==> src/hw/rtl/spdk_pkg.sv <==
package spdk_pkg;

  localparam int unsigned StackDepth = 16;
  localparam int unsigned AddrW      = $clog2(StackDepth);
  localparam int unsigned CntW       = $clog2(StackDepth + 1);
  localparam int unsigned OutCntW    = 5;
  localparam int unsigned WordW      = 32;

  typedef enum logic {
    CmdPush   = 1'b0,
    CmdDelete = 1'b1
  } cmd_e;

  typedef enum logic [1:0] {
    StIdle,
    StWalk,
    StFin
  } state_e;

  typedef struct packed {
    logic                    command;
    logic signed [WordW-1:0] value;
  } in_t;

  typedef struct packed {
    logic [OutCntW-1:0]      depth_after;
    logic [OutCntW-1:0]      removed_count;
    logic                    overflow;
    logic signed [WordW-1:0] top_value;
    logic                    is_empty;
  } out_t;

  typedef struct packed {
    logic                    we;
    logic [AddrW-1:0]        waddr;
    logic signed [WordW-1:0] wdata;
    logic                    re;
    logic [AddrW-1:0]        raddr;
  } ram_req_t;

endpackage

==> src/hw/rtl/spdk_ram.sv <==
module spdk_ram (
  input  logic                            clk_i,
  input  spdk_pkg::ram_req_t              req_i,
  output logic signed [spdk_pkg::WordW-1:0] rdata_o
);

  logic signed [spdk_pkg::WordW-1:0] mem_q [spdk_pkg::StackDepth];

  always_ff @(posedge clk_i) begin
    if (req_i.we) begin
      mem_q[req_i.waddr] <= req_i.wdata;
    end
  end

  always_ff @(posedge clk_i) begin
    if (req_i.re) begin
      rdata_o <= mem_q[req_i.raddr];
    end
  end

endmodule

==> src/hw/rtl/stack_push_delete_key_unit.sv <==
// LIFO stack of signed 32-bit words with push and delete-by-key.
// Input channel (in_valid_i / in_ready_o / in_data_i) carries a command and a
// value; output channel (out_valid_o / out_ready_i / out_data_o) returns one
// result per input transfer: depth, removed count, overflow, top and empty.
// One item is handled at a time; in_ready_o is high only while the sequencer
// is idle. A push writes the store at the transfer and passes to the finish
// state, where its result is registered once the output register is free. A
// delete walks the held entries through one memory read port and one
// comparator, one entry per cycle, writing kept entries back in place, then
// passes to the finish state. The next item can be taken in the cycle after
// the result is registered.
// The result sits in an output register; a new item may be taken while it
// waits, and the next result is held back until the receiver takes the
// previous one, so a stalled receiver stalls the block only at completion.
// Reset empties the stack (entry count zero) and clears the output valid;
// store contents are not cleared.
module stack_push_delete_key_unit (
  input  logic              clk_i,
  input  logic              rst_ni,
  input  logic              in_valid_i,
  output logic              in_ready_o,
  input  spdk_pkg::in_t     in_data_i,
  output logic              out_valid_o,
  input  logic              out_ready_i,
  output spdk_pkg::out_t    out_data_o
);

  spdk_pkg::state_e state_q, state_d;

  logic [spdk_pkg::CntW-1:0]         cnt_q, rd_q, wr_q, removed_q;
  logic                              cmp_vld_q, ovf_q, out_vld_q;
  logic signed [spdk_pkg::WordW-1:0] key_q, top_q, rdata;
  spdk_pkg::ram_req_t                ram_req;
  spdk_pkg::out_t                    out_q;

  logic full, in_xfer, is_push, keep, walk_done, slot_free;

  assign full      = (cnt_q == spdk_pkg::CntW'(spdk_pkg::StackDepth));
  assign in_xfer   = in_valid_i && in_ready_o;
  assign is_push   = (in_data_i.command == spdk_pkg::CmdPush);
  assign keep      = cmp_vld_q && (rdata != key_q);
  assign walk_done = (rd_q == cnt_q) && !cmp_vld_q;
  assign slot_free = !out_vld_q || out_ready_i;

  spdk_ram u_ram (
    .clk_i   (clk_i),
    .req_i   (ram_req),
    .rdata_o (rdata)
  );

  always_comb begin
    state_d = state_q;
    unique case (state_q)
      spdk_pkg::StIdle: begin
        if (in_valid_i) begin
          state_d = is_push ? spdk_pkg::StFin : spdk_pkg::StWalk;
        end
      end
      spdk_pkg::StWalk: begin
        if (walk_done) state_d = spdk_pkg::StFin;
      end
      spdk_pkg::StFin: begin
        if (slot_free) state_d = spdk_pkg::StIdle;
      end
      default: state_d = spdk_pkg::StIdle;
    endcase
  end

  always_comb begin
    in_ready_o    = 1'b0;
    ram_req.we    = 1'b0;
    ram_req.waddr = cnt_q[spdk_pkg::AddrW-1:0];
    ram_req.wdata = in_data_i.value;
    ram_req.re    = 1'b0;
    ram_req.raddr = rd_q[spdk_pkg::AddrW-1:0];
    unique case (state_q)
      spdk_pkg::StIdle: begin
        in_ready_o = 1'b1;
        ram_req.we = in_valid_i && is_push && !full;
      end
      spdk_pkg::StWalk: begin
        ram_req.re    = (rd_q < cnt_q);
        ram_req.we    = keep;
        ram_req.waddr = wr_q[spdk_pkg::AddrW-1:0];
        ram_req.wdata = rdata;
      end
      spdk_pkg::StFin: ;
      default: ;
    endcase
  end

  always_ff @(posedge clk_i or negedge rst_ni) begin
    if (!rst_ni) begin
      state_q   <= spdk_pkg::StIdle;
      cnt_q     <= '0;
      rd_q      <= '0;
      wr_q      <= '0;
      cmp_vld_q <= 1'b0;
      out_vld_q <= 1'b0;
    end else begin
      state_q <= state_d;
      if ((state_q == spdk_pkg::StFin) && slot_free) begin
        out_vld_q <= 1'b1;
      end else if (out_ready_i) begin
        out_vld_q <= 1'b0;
      end
      unique case (state_q)
        spdk_pkg::StIdle: begin
          if (in_xfer) begin
            rd_q      <= '0;
            wr_q      <= '0;
            cmp_vld_q <= 1'b0;
            if (is_push && !full) cnt_q <= cnt_q + 1'b1;
          end
        end
        spdk_pkg::StWalk: begin
          cmp_vld_q <= ram_req.re;
          if (ram_req.re) rd_q <= rd_q + 1'b1;
          if (keep) wr_q <= wr_q + 1'b1;
          if (walk_done) cnt_q <= wr_q;
        end
        spdk_pkg::StFin: ;
        default: ;
      endcase
    end
  end

  always_ff @(posedge clk_i) begin
    unique case (state_q)
      spdk_pkg::StIdle: begin
        if (in_xfer) begin
          key_q     <= in_data_i.value;
          removed_q <= '0;
          ovf_q     <= is_push && full;
          if (is_push && !full) top_q <= in_data_i.value;
        end
      end
      spdk_pkg::StWalk: begin
        if (keep) top_q <= rdata;
        if (walk_done) removed_q <= cnt_q - wr_q;
      end
      spdk_pkg::StFin: begin
        if (slot_free) begin
          out_q.depth_after   <= spdk_pkg::OutCntW'(cnt_q);
          out_q.removed_count <= spdk_pkg::OutCntW'(removed_q);
          out_q.overflow      <= ovf_q;
          out_q.top_value     <= (cnt_q == '0) ? '0 : top_q;
          out_q.is_empty      <= (cnt_q == '0);
        end
      end
      default: ;
    endcase
  end

  assign out_valid_o = out_vld_q;
  assign out_data_o  = out_q;

endmodule

==> config.mk <==
export PLATFORM = sky130hd
export DESIGN_NAME = stack_push_delete_key_unit
export DESIGN_NICKNAME = d
export VERILOG_FILES = /design/src/hw/rtl/spdk_pkg.sv /design/src/hw/rtl/spdk_ram.sv /design/src/hw/rtl/stack_push_delete_key_unit.sv
export SDC_FILE = /design/constraint.sdc
export NUM_CORES = 1
export LEC_CHECK = 0
export BUFFER_PORTS_ARGS = -buffer_cell sky130_fd_sc_hd__buf_2
export CAP_MARGIN = 20
export CORE_ASPECT_RATIO = 0.5
export CORE_MARGIN = 3
export CORE_UTILIZATION = 62
export DETAILED_ROUTE_END_ITERATION = 8
export HOLD_SLACK_MARGIN = 0.05
export PLACE_DENSITY_LB_ADDON = 0.05
export SETUP_SLACK_MARGIN = 0.5
export SYNTH_ARGS = -nofsm -noshare
export SYNTH_HDL_FRONTEND = slang
export SYNTH_HIERARCHICAL = 1
export SYNTH_SLANG_ARGS = --single-unit
==> constraint.sdc <==
create_clock -name clk_i -period 6 [get_ports clk_i]
set_input_delay 1.8 -clock clk_i [delete_from_list [all_inputs] [get_ports clk_i]]
set_output_delay 1.8 -clock clk_i [all_outputs]
set_load 0.01 [all_outputs]
==> impl_metrics.py <==
metrics = {
    "timing": {
        "fmax_ghz": 0.2419,
        "tightest_slew_ns": 1.130,
        "rsz0062_at_grt": "no",
        "fin_crit_ns": 4.134,
        "fin_ws_ns": 1.866,
        "finalSetupViolCount": 0,
        "fin_skew_ns": 0.02405,
        "hold_violations": 0,
        "slew_headroom": 0.2452,
        "fin_tns_setup_ns": 0,
        "post-route-period-util": 0.6891,
        "worst_hold_slack_ns": 0.4202,
        "slew_violations": 0,
    },
    "synthesis": {
        "ys_ff_latch": 677,
        "synth.top_cell.area_share": 0.7613,
        "synthTopCellsByArea": "edfxtp_1 76%, mux4_2 11%, nand2_1 2.1%",
        "avgSynthCellArea_um2": 19.98,
        "yosys_warnings": 6,
        "synth_nets": 1350,
        "syn_area_um2": 25950,
        "synthArstFlopShare": 0.02806,
        "synth_edf_count": 658,
        "yosys.area.top_type": "edfxtp_1",
        "postSynthCellCount": 1299,
        "ys_seq_area_frac": 0.7796,
        "synth.distinct_cells": 42,
        "yosys_most_used_dff": "edfxtp_1",
    },
    "clocking": {
        "h-tree-depth": 2,
        "cts_tree": "done",
        "cts_hold_buf": 0,
        "clockBufferDepth": 3,
        "cts_sinks": 677,
        "ctsResizeCount": 0,
        "cts-root-buf": "clkbuf_16",
        "cts_buffers": 54,
        "cts_setup_buffers": 0,
        "path_clk_slew_ns": 0.07,
        "clk_latency_ns": 0.59,
    },
    "power": {
        "ir_drop_mv": 0.3237,
        "power_switching_uw": 4801,
        "internal_power_uw": 10250,
        "clkPwrFrac": 0.238,
        "p_per_area_nw_per_um2": 518.3,
        "power.share.combinational": 0.279,
        "p_leak_uw": 0.009641,
        "swShare": 0.3190,
        "pwr-share-seq": 0.484,
    },
    "grt": {
        "grt_pass1_vias": 13080,
        "grt_max_degree": 93,
        "globalRouteOverflowTotal": 0,
        "grt_pass1_wl_um": 86640,
        "antenna_found_initial": 0,
        "grt.total_usage": 0.2720,
    },
    "route": {
        "drt-total-wl_um": 58370,
        "first_pass_iters": 5,
        "drc": 0,
        "via_count": 13170,
        "ant_nets": 0,
        "routedWlPerCell_um": 29.33,
        "via_per_inst": 6.619,
        "drt_iter0_markers": 1425,
    },
    "floorplanning": {
        "fp.dieH_um": 150.7,
        "chipWidth_um": 295.4,
        "initial_core_util": 0.6352,
        "die_area_um2": 44500,
        "fp-row-count": 52,
        "coreArea_um2": 40860,
        "ios": 83,
    },
    "hold_path": {
        "worstHoldStart": "removed_q[2]$_SDFFCE_PN0P_",
        "hp-class": "register to register",
        "whs_path_depth": 0,
        "holdPathEnd": "out_data_o[36]$_DFFE_PP_",
    },
    "placed_design": {
        "place_ws_ns": 1.229,
        "hpwl_um": 34760,
        "port_buffers": 82,
        "place_congestion": 0.8331,
        "dpl_cell_area_um2": 27180,
        "dp_cells": 1885,
    },
    "setup_path": {
        "critPathArrivalTime_ns": 4.41,
        "cp-start-kind": "primary input",
        "r2r_cells": 7,
        "endpoint_kind": "register",
        "rrSetupSlack_ns": 2.00,
        "cp_max_fo": 19,
        "r2r-start": "state_q[0]$_DFFE_PN0P_",
        "critPathKind": "primary input to register",
        "required_ns": 6.27,
        "reg2reg_to": "u_ram/mem_q[14][23]$_DFFE_PP_",
    },
    "final_layout": {
        "final_cell_area_um2": 29040,
        "final_cells": 1990,
        "synthToLayoutAreaGrowth_pct": 11.89,
        "nets": 1458,
        "drive_gt1_frac": 0.2448,
        "n_antenna_cell": 0,
    },
    "outcome": {
        "outcome": "finished, final reports clean",
    },
    "flow_run": {
        "drv_cap": 0,
    },
}
-- per-stage QoR --
step | power (uW) | util
floorplan | 9903 | -
detailed placement | 11550 | 0.6653
CTS | 15110 | 0.7084
finish | 15050 | 0.7108
global placement | 11380 | 0.6635
global route | 15710 | 0.7108
-- power by group through the flow --
| stage | Combinational (uW) | Sequential, uW | Clock (uW) |
|---|---|---|---|
| 2_1_floorplan | 2750 | 7150 | 0 |
| 3_3_place_gp | 4040 | 7350 | 0 |
| 3_5_place_dp | 4160 | 7390 | 0 |
| 4_1_cts | 4180 | 7290 | 3640 |
| 5_1_grt | 4510 | 7370 | 3830 |
| 6_report | 4200 | 7280 | 3570 |
-- synth_stat cells, types with 7 or more instances --
cell type / instances
nor4_1: 8
xor2_1: 34
mux4_2: 128
buf_2: 8
nor3_1: 7
clkbuf_1: 29
edfxtp_1: 658
o21ai_0: 12
nand4_1: 8
dfrtp_1: 19
inv_1: 13
nand3_1: 8
nand2_1: 147
ha_1: 13
buf_4: 9
a21oi_1: 16
a22oi_1: 65
nor2b_1: 37
nor2_1: 24
buf_1: 12
-- kinds of logic after synthesis --
kind of cell | synth area share
compound gates | 0.02950
xor+xnor | 0.01181
fa+ha+maj | 0.007038
buf+inv | 0.01239
flops | 0.7796
mux | 0.1130
simple gates | 0.04662
-- layout by cell type, fill, tap and decap left out, types with 3 or more instances in the layout --
cell type	Yosys	layout
a21oi_1	16	16
a21o_1	4	4
nor4_1	8	7
nor2_1	24	11
o22ai_1	3	3
inv_1	13	12
buf_2	8	82
clkinv_2	0	14
buf_12	0	7
nand3b_1	4	4
clkbuf_1	29	6
and3_1	5	4
edfxtp_1	658	658
a22oi_1	65	65
dfrtp_1	19	17
nor2b_4	0	4
nor2b_1	37	33
clkinvlp_4	0	4
mux4_2	128	128
o21ai_0	12	12
clkbuf_16	0	55
nand2_1	147	147
nand4_1	8	8
buf_4	9	18
nand2b_1	5	4
nand3_1	8	8
clkinv_1	0	12
mux2i_1	4	4
xor2_1	34	34
nor3_2	0	4
nor3_1	7	3
bufinv_16	0	7
nor2_4	0	13
ha_1	13	13
-- critical path, stage by stage --
cell and delay, ns:
buf_2 0.09, nand2_1 0.31, nor3_1 0.37, or2_2 0.25, nand3_1 0.32, nor2_4 0.84, buf_4 0.40
-- state kept, by name (all words and copies together), names as in the netlist, 5 cells and up --
register / cells
u_ram/rdata_o: 32
wr_q: 5
removed_q: 5
top_q: 32
out_data_o: 44
cnt_q: 5
key_q: 32
rd_q: 5
u_ram/mem_q: 512
-- how the worst max path moves through the flow --
| stage | from | endpoint | cells past startpoint |
|---|---|---|---|
| floorplan | in_valid_i | u_ram/mem_q[0][0]$_DFFE_PP_ | 5 |
| global placement | in_valid_i | u_ram/mem_q[1][16]$_DFFE_PP_ | 6 |
| detailed placement | in_valid_i | u_ram/mem_q[3][15]$_DFFE_PP_ | 6 |
| CTS | in_valid_i | u_ram/mem_q[3][15]$_DFFE_PP_ | 6 |
| global route | in_valid_i | u_ram/mem_q[14][27]$_DFFE_PP_ | 7 |
| finish | in_valid_i | u_ram/mem_q[14][23]$_DFFE_PP_ | 7 |
-- metal layers --
metal | global-route usage | up-vias | share of wire
met3 | 0.04850 | 73 | 0.094
met4 | 0.04931 | 0 | 0.015
met5 | 0 | - | 0
li1 | - | 5431 | -
met2 | 0.4153 | 678 | 0.46
met1 | 0.4261 | 6990 | 0.43
-- layout make-up --
cell class	count	area, um^2
clock buffer	61	1399
clock inverter	38	364.1
fill	2492	11820
inverter	13	48.80
multi-input combinational	550	5557
sequential	677	20240
tap	540	675.6
timing repair buffer	111	755.7
(Power assumes the default switching activity.)
